$ cat config.mk
export PLATFORM = sky130hd
export DESIGN_NAME = ffdb_line_buf
export DESIGN_NICKNAME = d
export VERILOG_FILES = /design/src/rtl/fire_frame_deposit_and_blur_core_macros.svh /design/src/rtl/ffdb_pkg.sv /design/src/rtl/ffdb_line_buf.sv
export SDC_FILE = /design/constraint.sdc
export NUM_CORES = 2
export LEC_CHECK = 0
export BUFFER_PORTS_ARGS = -buffer_cell sky130_fd_sc_hd__buf_2
export CAP_MARGIN = 25
export CORE_MARGIN = 2
export CORE_UTILIZATION = 30
export CTS_CLUSTER_DIAMETER = 80
export DETAILED_ROUTE_END_ITERATION = 6
export RECOVER_POWER = 50
export SLEW_MARGIN = 10
export SYNTH_ARGS = -nofsm -noshare
export SYNTH_HDL_FRONTEND = slang
export SYNTH_SLANG_ARGS = --single-unit
$ cat constraint.sdc
create_clock -name clk -period 4.29 [get_ports clk]
set_input_delay 0.429 -clock clk [delete_from_list [all_inputs] [get_ports clk]]
set_output_delay 0.429 -clock clk [all_outputs]
set_load 0.01 [all_outputs]
$ cat src/rtl/fire_frame_deposit_and_blur_core_macros.svh
// assertion macros used by the fire frame core rtl
`ifndef FIRE_FRAME_DEPOSIT_AND_BLUR_CORE_MACROS_SVH
`define FIRE_FRAME_DEPOSIT_AND_BLUR_CORE_MACROS_SVH

// same-cycle implication, sampled on clk, quiet during reset
`define FFDB_ASSERT_IMPL(lbl, ante, cons, msg) \
	lbl: assert property (@(posedge clk) disable iff (!arst_n) (ante) |-> (cons)) \
		else $error(msg);

// next-cycle implication, sampled on clk, quiet during reset
`define FFDB_ASSERT_NEXT(lbl, ante, cons, msg) \
	lbl: assert property (@(posedge clk) disable iff (!arst_n) (ante) |=> (cons)) \
		else $error(msg);

`endif

$ cat src/rtl/ffdb_pkg.sv
// shared types and constants of the fire frame deposit and blur block
package ffdb_pkg;

	localparam int PIX_W = 8;
	localparam int SUM_W = 12;

	localparam logic [1:0] OP_DEPOSIT = 2'd0;
	localparam logic [1:0] OP_BLUR    = 2'd1;
	localparam logic [1:0] OP_READ    = 2'd2;

	localparam int DEPOSIT_FIRST_ROW = 4;
	localparam logic [PIX_W-1:0] PIXEL_MAX = 8'hFF;

	typedef struct packed {
		logic [1:0] op;
		logic [8:0] col;
		logic [7:0] row;
		logic [7:0] amount;
	} req_item_t;

	typedef struct packed {
		logic [7:0] pixel;
		logic       landed;
	} rsp_item_t;

	// stage status passed into and out of the blur datapath
	typedef struct packed {
		logic vld;
		logic calc;
	} stn_ctl_t;

endpackage

$ cat src/rtl/ffdb_line_buf.sv
// circular line buffer: fixed delay of DEPTH steps, read before write
module ffdb_line_buf #(
	parameter int DEPTH = 319
) (
	input  logic                       clk,
	input  logic                       arst_n,
	input  logic                       en,
	input  logic [ffdb_pkg::PIX_W-1:0] wr_data,
	output logic [ffdb_pkg::PIX_W-1:0] rd_data
);

	localparam int PW = $clog2(DEPTH);

	logic [ffdb_pkg::PIX_W-1:0] mem [DEPTH];
	logic [ffdb_pkg::PIX_W-1:0] rd_q;
	logic [PW-1:0]              ptr_q;

	// old entry comes out while the new one goes in
	always_ff @(posedge clk) begin
		if (en) begin
			rd_q       <= mem[ptr_q];
			mem[ptr_q] <= wr_data;
		end
	end

	// ring pointer
	always_ff @(posedge clk or negedge arst_n) begin
		if (!arst_n) begin
			ptr_q <= '0;
		end else if (en) begin
			ptr_q <= (ptr_q == PW'(DEPTH - 1)) ? '0 : ptr_q + 1'b1;
		end
	end

	assign rd_data = rd_q;

endmodule

**After elaboration in Yosys (flattened, before gate mapping)**

Memories as Yosys holds them, arrays and structs flattened. A register that Yosys moved wholly into a read port is not among the register bits.
Cells that the tools add are included.

- Memories: 1
- Logic and storage cells: 7
- Output and inout port bits: 8
- Register bits after elaboration: 9
- Input port bits: 11
- RAM bits: 2552

Memories:

| name | words | bits a word | read ports | clocked after Yosys merged registers in | wr ports | line | text |
|---|---|---|---|---|---|---|---|
| mem | 319 | 8 | 1 | 1 | 1 | ffdb_line_buf.sv:14 | `logic [ffdb_pkg::PIX_W-1:0] mem [DEPTH];` |

- Equality and inequality tests: 1
- Multiplexer cells: 3
- Add/sub/neg operators: 1

Operator list:

| operator | number |
|---|---|
| $add A9 B1 Y9 const B | 1 |
| $eq A9 B9 Y1 const B | 1 |
| $mux W9 | 1 |
| $mux W1 | 2 |

**Depth between registers and ports, before layout**

- Depth after elaboration: 2
- Gate-level depth with buffers: 13
- Depth with buffers taken out: 7

**Least setup slack after synthesis**

No wires, ideal clock.

- Path type: flip-flop to flip-flop
- From: reg ptr_q[0]
- To: mem mem[222][0] in the netlist's numbering, enable pin
- Clock period less this slack: 2.983 ns
- Arrival time: 2.612 ns
- Setup slack: 1.307 ns
- Data required time: 3.920 ns
- Stages on the path, launching flop included: 12
- Buffers on the path: 7
- Cell sequence: dfrtp_1 -> buf_6 -> buf_6 -> buf_6 -> inv_2 -> buf_2 -> clkbuf_1 -> ha_1 -> nand3_1 -> clkbuf_1 -> clkbuf_1 -> nor2_1

RTL lines:

| item | line | text |
|---|---|---|
| start: declaration | ffdb_line_buf.sv:16 | `logic [PW-1:0] ptr_q;` |
| start signal: assignment | ffdb_line_buf.sv:31 | `ptr_q <= (ptr_q == PW'(DEPTH - 1)) ? '0 : ptr_q + 1'b1;` |
| end: declaration | ffdb_line_buf.sv:14 |  |

No word-level cell before the write port.

==> summary.txt <==
Synthesis
  • Distinct cells, synth: 66
  • Nets in the synthesized netlist: 4693
  • Avg Inst Size Synth: 21.23 um^2
  • Cell type contributing the most total cell area after synthesis: sky130_fd_sc_hd__edfxtp_1
  • XOR/XNOR share of the synthesized area: 0.05291%
  • Count of warnings emitted by yosys: 0
  • Fraction of post-synthesis cell area in the top cell type by area: 77.41%
  • Register bit total from synthesis: 2569
  • Synthesized instance count: 4678
  • Proportion of synthesized area in mux cells: 14.83%
  • Compound-gate portion of the synthesized area: 3.190%
  • Main area contributors after synthesis: sky130_fd_sc_hd__edfxtp_1, sky130_fd_sc_hd__mux4_2, sky130_fd_sc_hd__nor2_1
  • Total standard cell area after synthesis: 0.09931 mm^2
  • Synth Area in Simple Gates: 2.639%
  • Sequential cell area fraction in the yosys report: 77.63%
  • Number of synthesized flops with an enable pin: 2560
  • Largest family of logic cells by synthesized area: multiplexers
  • Share of async-settable or async-resettable flops after synthesis: 0.3503%
  • Flip-flop cell with the highest count after synthesis: sky130_fd_sc_hd__edfxtp_1
  • Post-synthesis share of cell area spent on full adders, half adders and majority gates: 0.05039%

Floorplan
  • I/O pin total: 19
  • Die area: 0.3357 mm^2
  • Die boundary width: 579.4 um
  • Area of the core region: 0.3300 mm^2
  • Y dimension of the die: 579.4 um
  • Initial core utilization: 30.09%
  • Site Rows: 211

Cells and area
  • Post-synthesis to final-layout area growth: 16.82%
  • Share of cells above drive strength 1: 29.00%
  • Layout net count: 5249
  • Highest-count cells in the layout ignoring fill and taps: sky130_fd_sc_hd__edfxtp_1, sky130_fd_sc_hd__mux4_2, sky130_fd_sc_hd__buf_4
  • Fill cell total of the finished layout: 30380
  • Final std cells w/o fill: 9805
  • Commonest non-fill, non-tap cell in the layout: sky130_fd_sc_hd__edfxtp_1

Placement
  • Inst Count DP: 9347
  • Routability congestion estimate: 0.8940
  • I/O Buffers: 18
  • Final HPWL from detailed placement: 184.9 mm

Timing
  • Number of pins exceeding their max-slew limit in the final report: 2318
  • Post-route clock period utilization: 96.54%
  • Fin Setup TNS: 0 ns
  • Max Clk Rate: 241.4 MHz
  • Minimum hold slack: 0.1918 ns
  • Setup repair after global routing missed its margin: no
  • Setup violators final: 0
  • Transition time at the pin with the least slew margin: 4.688 ns
  • Final clock skew: 0.07837 ns
  • Max-Slew Margin vs Limit: -212.5%
  • Final hold viol count: 0
  • Post-layout minimum cycle time: 4.142 ns

Drt
  • Pre-antenna DRT Iters: 6
  • Starting DRT DRC Count: 7145
  • DRC errors left: 0
  • Routed wire per std cell: 29.28 um
  • Via count normalized by instance count: 5.286
  • Antenna violation net count after detailed routing: 0
  • Sum of routed wire length over all layers: 287.1 mm
  • Total via count in the routed design: 51830

Clocking
  • Clock network latency to the later pin of the worst-skew pair: 0.93 ns
  • Count of clock tree sinks: 2569
  • Num CTS Buffers: 249
  • Clock slew seen by the registers of the worst setup and hold paths: 0.07 ns
  • Maximum clock path buffer count: 4
  • Root cell of the clock tree: sky130_fd_sc_hd__clkbuf_16
  • Count of H-tree levels built during CTS: 4
  • TritonCTS clock tree: yes
  • Post-CTS setup-driven buffer insertion count: 0

Status
  • Result of the run: complete, but fails checks
  • Violated checks: max-capacitance violations, max-slew violations

Power and ir drop
  • Worst ir drop on vdd: 458.0 uV
  • Static power due to leakage: 35.94 nW
  • P per Cell Area: 565.3 mW/mm^2

Global routing
  • Largest net degree at the start of global routing: 136
  • Global-route congestion overflow total: 0
  • Wire length of the first global-routing pass: 402.9 mm
  • Number of global-route vias before repair: 51720
  • Initial antenna violation count: 15
  • All-Layer GR Usage: 16.81%

Worst setup path
  • Category of the worst setup path capture point: flop
  • Critical Path Start Type: flop
  • Critical Path RT: 5.08 ns
  • CP max FO: 32
  • Type of the worst setup path: reg2reg
  • Worst path arrival time: 4.93 ns

Job
  • Max-cap violations: 24

Min path
  • Classification of the worst-slack hold path: in2async
-- layer usage --
layer	vias to the layer above	wire [um]	GRT usage [%]
met3	536	28480	3.765
li1	20740	-	-
met1	27750	113900	22.97
met4	4	11900	6.361
met2	2809	132800	26.22
met5	-	26	0
-- critical path: stages (launching register included) --
cell and delay, ns:
sky130_fd_sc_hd__dfrtp_4 0.73, sky130_fd_sc_hd__nor2b_4 0.96, sky130_fd_sc_hd__buf_4 0.40, sky130_fd_sc_hd__buf_4 0.27, sky130_fd_sc_hd__nand2_1 0.12, sky130_fd_sc_hd__nand4_1 0.13
sky130_fd_sc_hd__o211ai_1 0.16, sky130_fd_sc_hd__a211oi_1 0.87, sky130_fd_sc_hd__buf_4 0.25, sky130_fd_sc_hd__or4_1 0.13
-- flip-flops by register name (all words and copies together) (netlist names) --
name,cells
rd_data,8
ptr_q,9
mem,2552
-- per-stage QoR --
stage	cell area [um^2]	setup WS (ns)	power [mW]	util [%]
after global placement	108500	-0.4476	44.63	32.88
final	116000	0.1483	65.58	35.16
after floorplan	99310	1.307	36.78	-
after global routing	116000	0.004949	67.16	35.15
after detailed placement	108500	-0.1573	44.65	32.89
after CTS	116300	0.05332	65.69	35.24
-- logic make-up (layout without fill, tap and decap cells) --
kind of cell | count (synthesis) | in the layout
xor gates and xnor gates | 6 | 6
muxes | 724 | 724
adders and majority gates | 4 | 4
AOI/OAI and AO/OA | 450 | 450
buffers and inverters | 305 | 1062
and+or+nand+nor | 620 | 620
other | 0 | 4
DFF | 2569 | 2569
-- path summary, 6_finish.rpt --
| path | startpoint | endpoint | slack [ns] | cells past startpoint |
|---|---|---|---|---|
| worst max-delay path | ptr_q[3] | rd_data[1] | 0.15 | 9 |
| worst max register to register | ptr_q[3] | rd_data[1] | 0.15 | 9 |
| max in group asynchronous | arst_n | ptr_q[2] | 3.63 | 2 |
| worst min register to register | ptr_q[7] | ptr_q[7] | 0.82 | 1 |
| min in group clk | en | rd_data[7] | 0.81 | 1 |
| worst min-delay path | arst_n | ptr_q[0] | 0.19 | 2 |
-- synthesized netlist by cell type (all sizes together) (8+ instances only) --
master     n
edfxtp  2560
mux4     597
nor2     373
buf      178
clkbuf   121
a22oi    119
mux2i    119
nand2    111
a21oi     64
o21ai     55
o22ai     45
nand3     44
a221oi    39
a22o      28
nor3      20
nor2b     16
a31oi     15
a211oi    13
nand4     13
o211ai    12
o221ai    11
dfrtp      9
mux2       8
-- power by group --
part / internal, mW / switching [mW] / leakage [nW] / total (mW)
logic: 5.66 / 10.3 / 9.04 / 15.9
clock network: 11.9 / 9.38 / 3.79 / 21.2
registers: 28.0 / 0.442 / 23.1 / 28.4
-- final cells by class --
class	instances	area [um^2]	area share, %
multi-input combinational	1804	20790	17.92
sequential	2569	77120	66.47
tap	4366	5463	4.708
antenna	4	10.01	0.008627
timing repair buffer	604	4875	4.202
clock buffer	300	6444	5.554
inverter	6	25.02	0.02157
clock inverter	152	1299	1.119
-- what timing repair did --
action / CTS / global route
endpoints found under the hold margin: 9 / 0
gates cloned: 0 / 0
setup endpoints to repair: 1 / 2
hold buffers: 1 / 0
gates resized for setup: 2 / 2
No activity file was read; power rests on OpenSTA's default activity.
