`src/rtl/fire_frame_deposit_and_blur_core_macros.svh`:
```
// assertion macros used by the fire frame core rtl
`ifndef FIRE_FRAME_DEPOSIT_AND_BLUR_CORE_MACROS_SVH
`define FIRE_FRAME_DEPOSIT_AND_BLUR_CORE_MACROS_SVH

// same-cycle implication, sampled on clk, quiet during reset
`define FFDB_ASSERT_IMPL(lbl, ante, cons, msg) \
	lbl: assert property (@(posedge clk) disable iff (!arst_n) (ante) |-> (cons)) \
		else $error(msg);

// next-cycle implication, sampled on clk, quiet during reset
`define FFDB_ASSERT_NEXT(lbl, ante, cons, msg) \
	lbl: assert property (@(posedge clk) disable iff (!arst_n) (ante) |=> (cons)) \
		else $error(msg);

`endif

```
`src/rtl/ffdb_pkg.sv`:
```
// shared types and constants of the fire frame deposit and blur block
package ffdb_pkg;

	localparam int PIX_W = 8;
	localparam int SUM_W = 12;

	localparam logic [1:0] OP_DEPOSIT = 2'd0;
	localparam logic [1:0] OP_BLUR    = 2'd1;
	localparam logic [1:0] OP_READ    = 2'd2;

	localparam int DEPOSIT_FIRST_ROW = 4;
	localparam logic [PIX_W-1:0] PIXEL_MAX = 8'hFF;

	typedef struct packed {
		logic [1:0] op;
		logic [8:0] col;
		logic [7:0] row;
		logic [7:0] amount;
	} req_item_t;

	typedef struct packed {
		logic [7:0] pixel;
		logic       landed;
	} rsp_item_t;

	// stage status passed into and out of the blur datapath
	typedef struct packed {
		logic vld;
		logic calc;
	} stn_ctl_t;

endpackage

```
`src/rtl/ffdb_stencil.sv`:
```
// blur datapath: neighbor window, partial sum, recursive left term
module ffdb_stencil (
	input  logic                       clk,
	input  logic                       arst_n,
	input  ffdb_pkg::stn_ctl_t         ctl_s1,
	input  logic [ffdb_pkg::PIX_W-1:0] below_s1,
	input  logic [ffdb_pkg::PIX_W-1:0] tr_s1,
	input  logic [ffdb_pkg::PIX_W-1:0] right,
	output ffdb_pkg::stn_ctl_t         st_s3,
	output logic [ffdb_pkg::PIX_W-1:0] result
);

	localparam int PW = ffdb_pkg::PIX_W;
	localparam int SW = ffdb_pkg::SUM_W;

	logic          vld_s2, calc_s2, vld_s3, calc_s3;
	logic [PW-1:0] tr_s2, below_s2;
	logic [PW-1:0] top_q, tl_q, c_q, left_q;
	logic [PW-1:0] center_s3;
	logic [SW-1:0] part_s3;
	logic [SW-1:0] partial;
	logic [SW-1:0] total;

	// stage valid flags
	always_ff @(posedge clk or negedge arst_n) begin
		if (!arst_n) begin
			vld_s2 <= 1'b0;
			vld_s3 <= 1'b0;
		end else begin
			vld_s2 <= ctl_s1.vld;
			vld_s3 <= vld_s2;
		end
	end

	// all terms except the left neighbor; c_q holds the unfiltered center
	assign partial = SW'(tl_q) + SW'(top_q) + SW'(tr_s2) + SW'(c_q) + SW'(c_q >> 1)
		+ SW'(c_q >> 2) + SW'(right) + SW'(below_s2);

	// window shift and partial sum register
	always_ff @(posedge clk) begin
		if (ctl_s1.vld) begin
			tr_s2    <= tr_s1;
			below_s2 <= below_s1;
			calc_s2  <= ctl_s1.calc;
		end
		if (vld_s2) begin
			part_s3   <= partial;
			center_s3 <= c_q;
			calc_s3   <= calc_s2;
			c_q       <= right;
			top_q     <= tr_s2;
			tl_q      <= top_q;
		end
	end

	// recursive term: filtered value of the previous pixel, raw if it was not filtered
	assign total  = part_s3 + SW'(left_q);
	assign result = total[PW+2:3];

	always_ff @(posedge clk) begin
		if (vld_s3) begin
			left_q <= calc_s3 ? result : center_s3;
		end
	end

	assign st_s3.vld  = vld_s3;
	assign st_s3.calc = calc_s3;

endmodule

```
`config.mk`:
```
export PLATFORM = sky130hd
export DESIGN_NAME = ffdb_stencil
export DESIGN_NICKNAME = d
export VERILOG_FILES = /design/src/rtl/fire_frame_deposit_and_blur_core_macros.svh /design/src/rtl/ffdb_pkg.sv /design/src/rtl/ffdb_stencil.sv
export SDC_FILE = /design/constraint.sdc
export NUM_CORES = 1
export LEC_CHECK = 0
export ABC_AREA = 0
export BUFFER_PORTS_ARGS = -buffer_cell sky130_fd_sc_hd__buf_2
export CAP_MARGIN = 10
export CORE_UTILIZATION = 30
export CTS_CLUSTER_SIZE = 10
export DETAILED_ROUTE_END_ITERATION = 8
export GPL_TIMING_DRIVEN = 0
export PLACE_DENSITY_LB_ADDON = 0.12
export SLEW_MARGIN = 20
export SYNTH_ARGS = -nofsm -noshare
export SYNTH_HDL_FRONTEND = slang
export SYNTH_SLANG_ARGS = --single-unit
export TNS_END_PERCENT = 20
```
`constraint.sdc`:
```
create_clock -name clk -period 7.6 [get_ports clk]
set_input_delay 1.52 -clock clk [delete_from_list [all_inputs] [get_ports clk]]
set_output_delay 1.52 -clock clk [all_outputs]
set_load 0.005 [all_outputs]
```
### After elaboration in Yosys (flattened, before gate mapping)

Index checks and enable logic that the tools add are counted.

| operators by class | value |
|---|---|
| add/sub/neg operators | 8 |
| multiplexer cells | 1 |

Operator list:

| cell | number |
|---|---|
| adder 11 x 8 -> 11 bit | 3 |
| adder 10 x 8 -> 11 bit | 1 |
| adder 11 x 6 -> 11 bit | 1 |
| adder 11 x 7 -> 11 bit | 1 |
| adder 9 x 8 -> 10 bit | 1 |
| adder 8 x 8 -> 9 bit | 1 |
| 2-to-1 mux 8 bit | 1 |

| word-level totals | value |
|---|---|
| flip-flop bits (word level) | 71 |
| input port bits | 28 |
| logic and storage cells | 21 |

### Logic depth before layout (Yosys ltp)

| logic depth | value |
|---|---|
| depth after elaboration | 7 |
| depth in mapped cells | 14 |
| mapped depth without buffers | 14 |

### Least setup slack after synthesis

No wires, ideal clock.

| timing | value |
|---|---|
| kind | input to register |
| start | input right[2] (netlist bit) |
| end | register part_s3[8] (data pin) |
| data arrival time | 5.220 ns |
| slack | 2.245 ns |
| cell stages on the path | 14 |
| cells stage by stage | inv_1 > fa_1 > inv_1 > fa_1 > fa_1 > inv_1 > fa_1 > inv_1 > ha_1 > fa_1 > a21o_1 > a21o_1 > a2111o_1 > nand3_1 |

| on the way | value |
|---|---|
| longest elaborated chain between the ends | 2 |

RTL lines:

| element | RTL line | text |
|---|---|---|
| from (decl) | ffdb_stencil.sv:8 | `input logic [ffdb_pkg::PIX_W-1:0] right,` |
| adder 11 x 8 -> 11 bit (2 in series) | ffdb_stencil.sv:37 | `+ SW'(c_q >> 2) + SW'(right) + SW'(below_s2);` |
| via partial[8] | ffdb_stencil.sv:21 | `logic [SW-1:0] partial;` |
| to (signal assigned) | ffdb_stencil.sv:47 | `part_s3 <= partial;` |
| to (decl) | ffdb_stencil.sv:20 | `logic [SW-1:0] part_s3;` |

The timed path passes the listed nets, and every way through them passes these cells.
A chain may end at the register's enable or synchronous reset.

### Worst setup path after layout

| timing | value |
|---|---|
| start | input right[2] (netlist bit) |
| end | register part_s3[10] (data pin) |

The elaborated chain is that of the path after synthesis.

==> metrics.cfg <==
[floorplanning]
num_rows=43
dieArea_um2=14900
start_util=0.309
core_region_area_um2=13900
die_w_um=122
die_y_um=122
io_pins=38

[timing]
finClkSkew_ns=0.00790
finalCritPeriodShare=0.693
fmax_mhz=190
finalSetupViolCount=0
relSlewSlack=0.637
rsz0062_at_grt=no
period_minus_slack_ns=5.27
tightest_slew_ns=0.545
drv_slew=0
hold_violations=0
fin_tns_setup_ns=0

[placed_design]
hpwl_mm=5.59
port_buffers=37
gp_congestion=0.808

[detailed_routing]
drt-total-wl_mm=6.92
wl_per_cell_um=12.3
vias=2386
detail-route-antenna-nets=0
dr.pass1.iters=4
routed_via_density=4.23
dr.first_iter.drc_count=52
post-route-drc-count=0

[clock_network]
cts.reportedPaths.clkPinSlew_ns=0.05
ctsResizeCount=0
cts_tree=done
cts_setup_buffers=0
cts.sinks=71
clk_path_buf_depth=2
insertion_delay_ns=0.33
ctsHoldBuffers=0
numCtsBuffers=9
cts-root-buf=clkbuf_16
htree_levels=3

[job]
maxCapViolations=0

[pwr]
p_comb_frac=0.540
p_switching_mw=0.831
leakage_nw=2.23
peakVddDrop_mv=0.134
power_density_nw_per_um2=435
seqPwrFrac=0.279
pwr-share-clk=0.181
power.internal_mw=1.36
netSwitchingFraction=0.380

[logic_synthesis]
netlist_top_cells_area=edfxtp_1, fa_1, inv_1
syn_inst=330
synth_most_common_cell=inv_1
synth_edf_count=69
synthTopCellsByCount=inv_1, edfxtp_1, fa_1
async_flop_share=0.0282
ys_ff_latch=71
yosysSeqAreaShare=0.492
syn_avg_cell_area_um2=13.1
syn_area_um2=4310
yosys_warnings=0
syn_nets=422
synthFlopType=edfxtp_1
synth.largest_area_cell=edfxtp_1
synth_top_area_frac=0.481
synth.distinct_cells=47

[critical_path]
path_delay_family=adder cells
startpoint=right[2]
arrival_ns=5.34
worst_path_max_delay_cell=fa_1
path_class=primary input to flop
path_buf_inv=5
critPathMaxFanout=4
cp_common_cell=fa_1
crit_path_start_kind=primary input
slowest_delay_ns=0.54
cp_num_cells=15
r2r_slack_ns=3.24
reg2reg_depth=14
crit_chain=buf_2 > inv_1 > fa_1 > inv_1 > fa_1 > fa_1 > inv_1 > fa_1 > inv_1 > ha_1 > fa_1 > a21o_1 > a21o_1 > a211oi_1 > o21ai_0
r2r_end=part_s3[10]$_DFFE_PP_
r2r_start=c_q[2]$_DFFE_PP_
cp_data_required_time_ns=7.67
end_kind=flop
cp-endpoint=part_s3[10]$_DFFE_PP_

[grt]
antenna_found_initial=0
grt-ovfl-total=0
grt_usage=0.107
grt_pass1_vias=2545
grt_pass1_wl_mm=11.9
grt_max_degree=25

[run_status]
status=completed

[cells_and_area]
area.growth.synth_to_final_pct=16.7
regArea_um2=2120
final_nets=471
final_util=0.361
num-fill-cells=1374
multiInputGateArea_um2=1790
diodes=0
final_layout_size_suffix_gt1_frac=0.167

[worst_hold_path]
min_path_type=flop to flop

-- how the worst min path moves through the flow --
stage / cells past startpoint / from / slack (ns) / to
floorplan: 0 / calc_s2$_DFFE_PP_ / 0.40 / calc_s3$_DFFE_PP_
global placement: 0 / calc_s2$_DFFE_PP_ / 0.40 / calc_s3$_DFFE_PP_
detailed placement: 0 / calc_s2$_DFFE_PP_ / 0.40 / calc_s3$_DFFE_PP_
CTS: 0 / calc_s2$_DFFE_PP_ / 0.42 / calc_s3$_DFFE_PP_
global route: 0 / calc_s2$_DFFE_PP_ / 0.42 / calc_s3$_DFFE_PP_
finish: 0 / calc_s2$_DFFE_PP_ / 0.42 / calc_s3$_DFFE_PP_
-- kinds of logic (layout without fill, tap and decap cells) --
| kind of cell | after synthesis | in the layout | synth area share |
|---|---|---|---|
| buffers and inverters | 103 | 157 | 0.0937 |
| DFF | 71 | 71 | 0.492 |
| adders and majority gates | 64 | 64 | 0.262 |
| AOI/OAI and AO/OA | 50 | 50 | 0.0894 |
| and+or+nand+nor | 30 | 30 | 0.0363 |
| xor gates and xnor gates | 9 | 9 | 0.0183 |
| muxes | 3 | 3 | 0.00783 |
-- per-stage QoR --
step	setup slack (ns)	cell area, um^2	power [mW]	hold slack (ns)	instances
4_1_cts	2.30	5030	2.24	0.419	564
2_1_floorplan	2.25	4310	1.53	0.400	330
3_5_place_dp	1.95	4750	1.83	0.405	548
6_report	2.33	5030	2.19	0.417	564
5_1_grt	2.12	5030	2.42	0.424	564
3_3_place_gp	1.95	4720	1.81	0.404	547
-- cell type report --
type	instances	share of cell area
inverter	96	0.0716
sequential	71	0.422
buffer	7	0.00870
clock buffer	10	0.0455
tap	180	0.0448
timing repair buffer	38	0.0423
clock inverter	6	0.0102
multi-input combinational	156	0.355
-- metal layers --
metal,part of all wire,GRT usage
met1,0.46,0.128
met2,0.48,0.176
met3,0.034,0.0272
met4,0.024,0.0579
met5,0,0
-- state kept, by name (all words and copies together) (netlist names) --
signal,cells
tr_s2,8
vld_s3,1
below_s2,8
part_s3,11
left_q,8
c_q,8
center_s3,8
calc_s3,1
vld_s2,1
tl_q,8
calc_s2,1
top_q,8
-- cell usage in the layout, fill, tap and decap left out, types with 3 or more instances in the layout --
cell / instances
a211oi_1: 4
a21o_1: 6
a21oi_1: 10
a31oi_1: 3
buf_2: 39
clkbuf_16: 9
clkinv_1: 3
edfxtp_1: 69
fa_1: 44
ha_1: 20
inv_1: 96
mux2_2: 3
nand2_1: 7
nand3_1: 4
nor2_1: 5
o21a_1: 5
o21ai_0: 5
xnor2_1: 5
xor2_1: 4
-- power groups by stage --
| stage | clock network (mW) | registers (mW) | logic [mW] |
|---|---|---|---|
| global route | 0.425 | 0.620 | 1.37 |
| global placement | 0 | 0.621 | 1.19 |
| floorplan | 0 | 0.605 | 0.925 |
| detailed placement | 0 | 0.621 | 1.20 |
| finish | 0.396 | 0.611 | 1.18 |
| CTS | 0.412 | 0.613 | 1.21 |
Power figures use the tool's default switching activity.
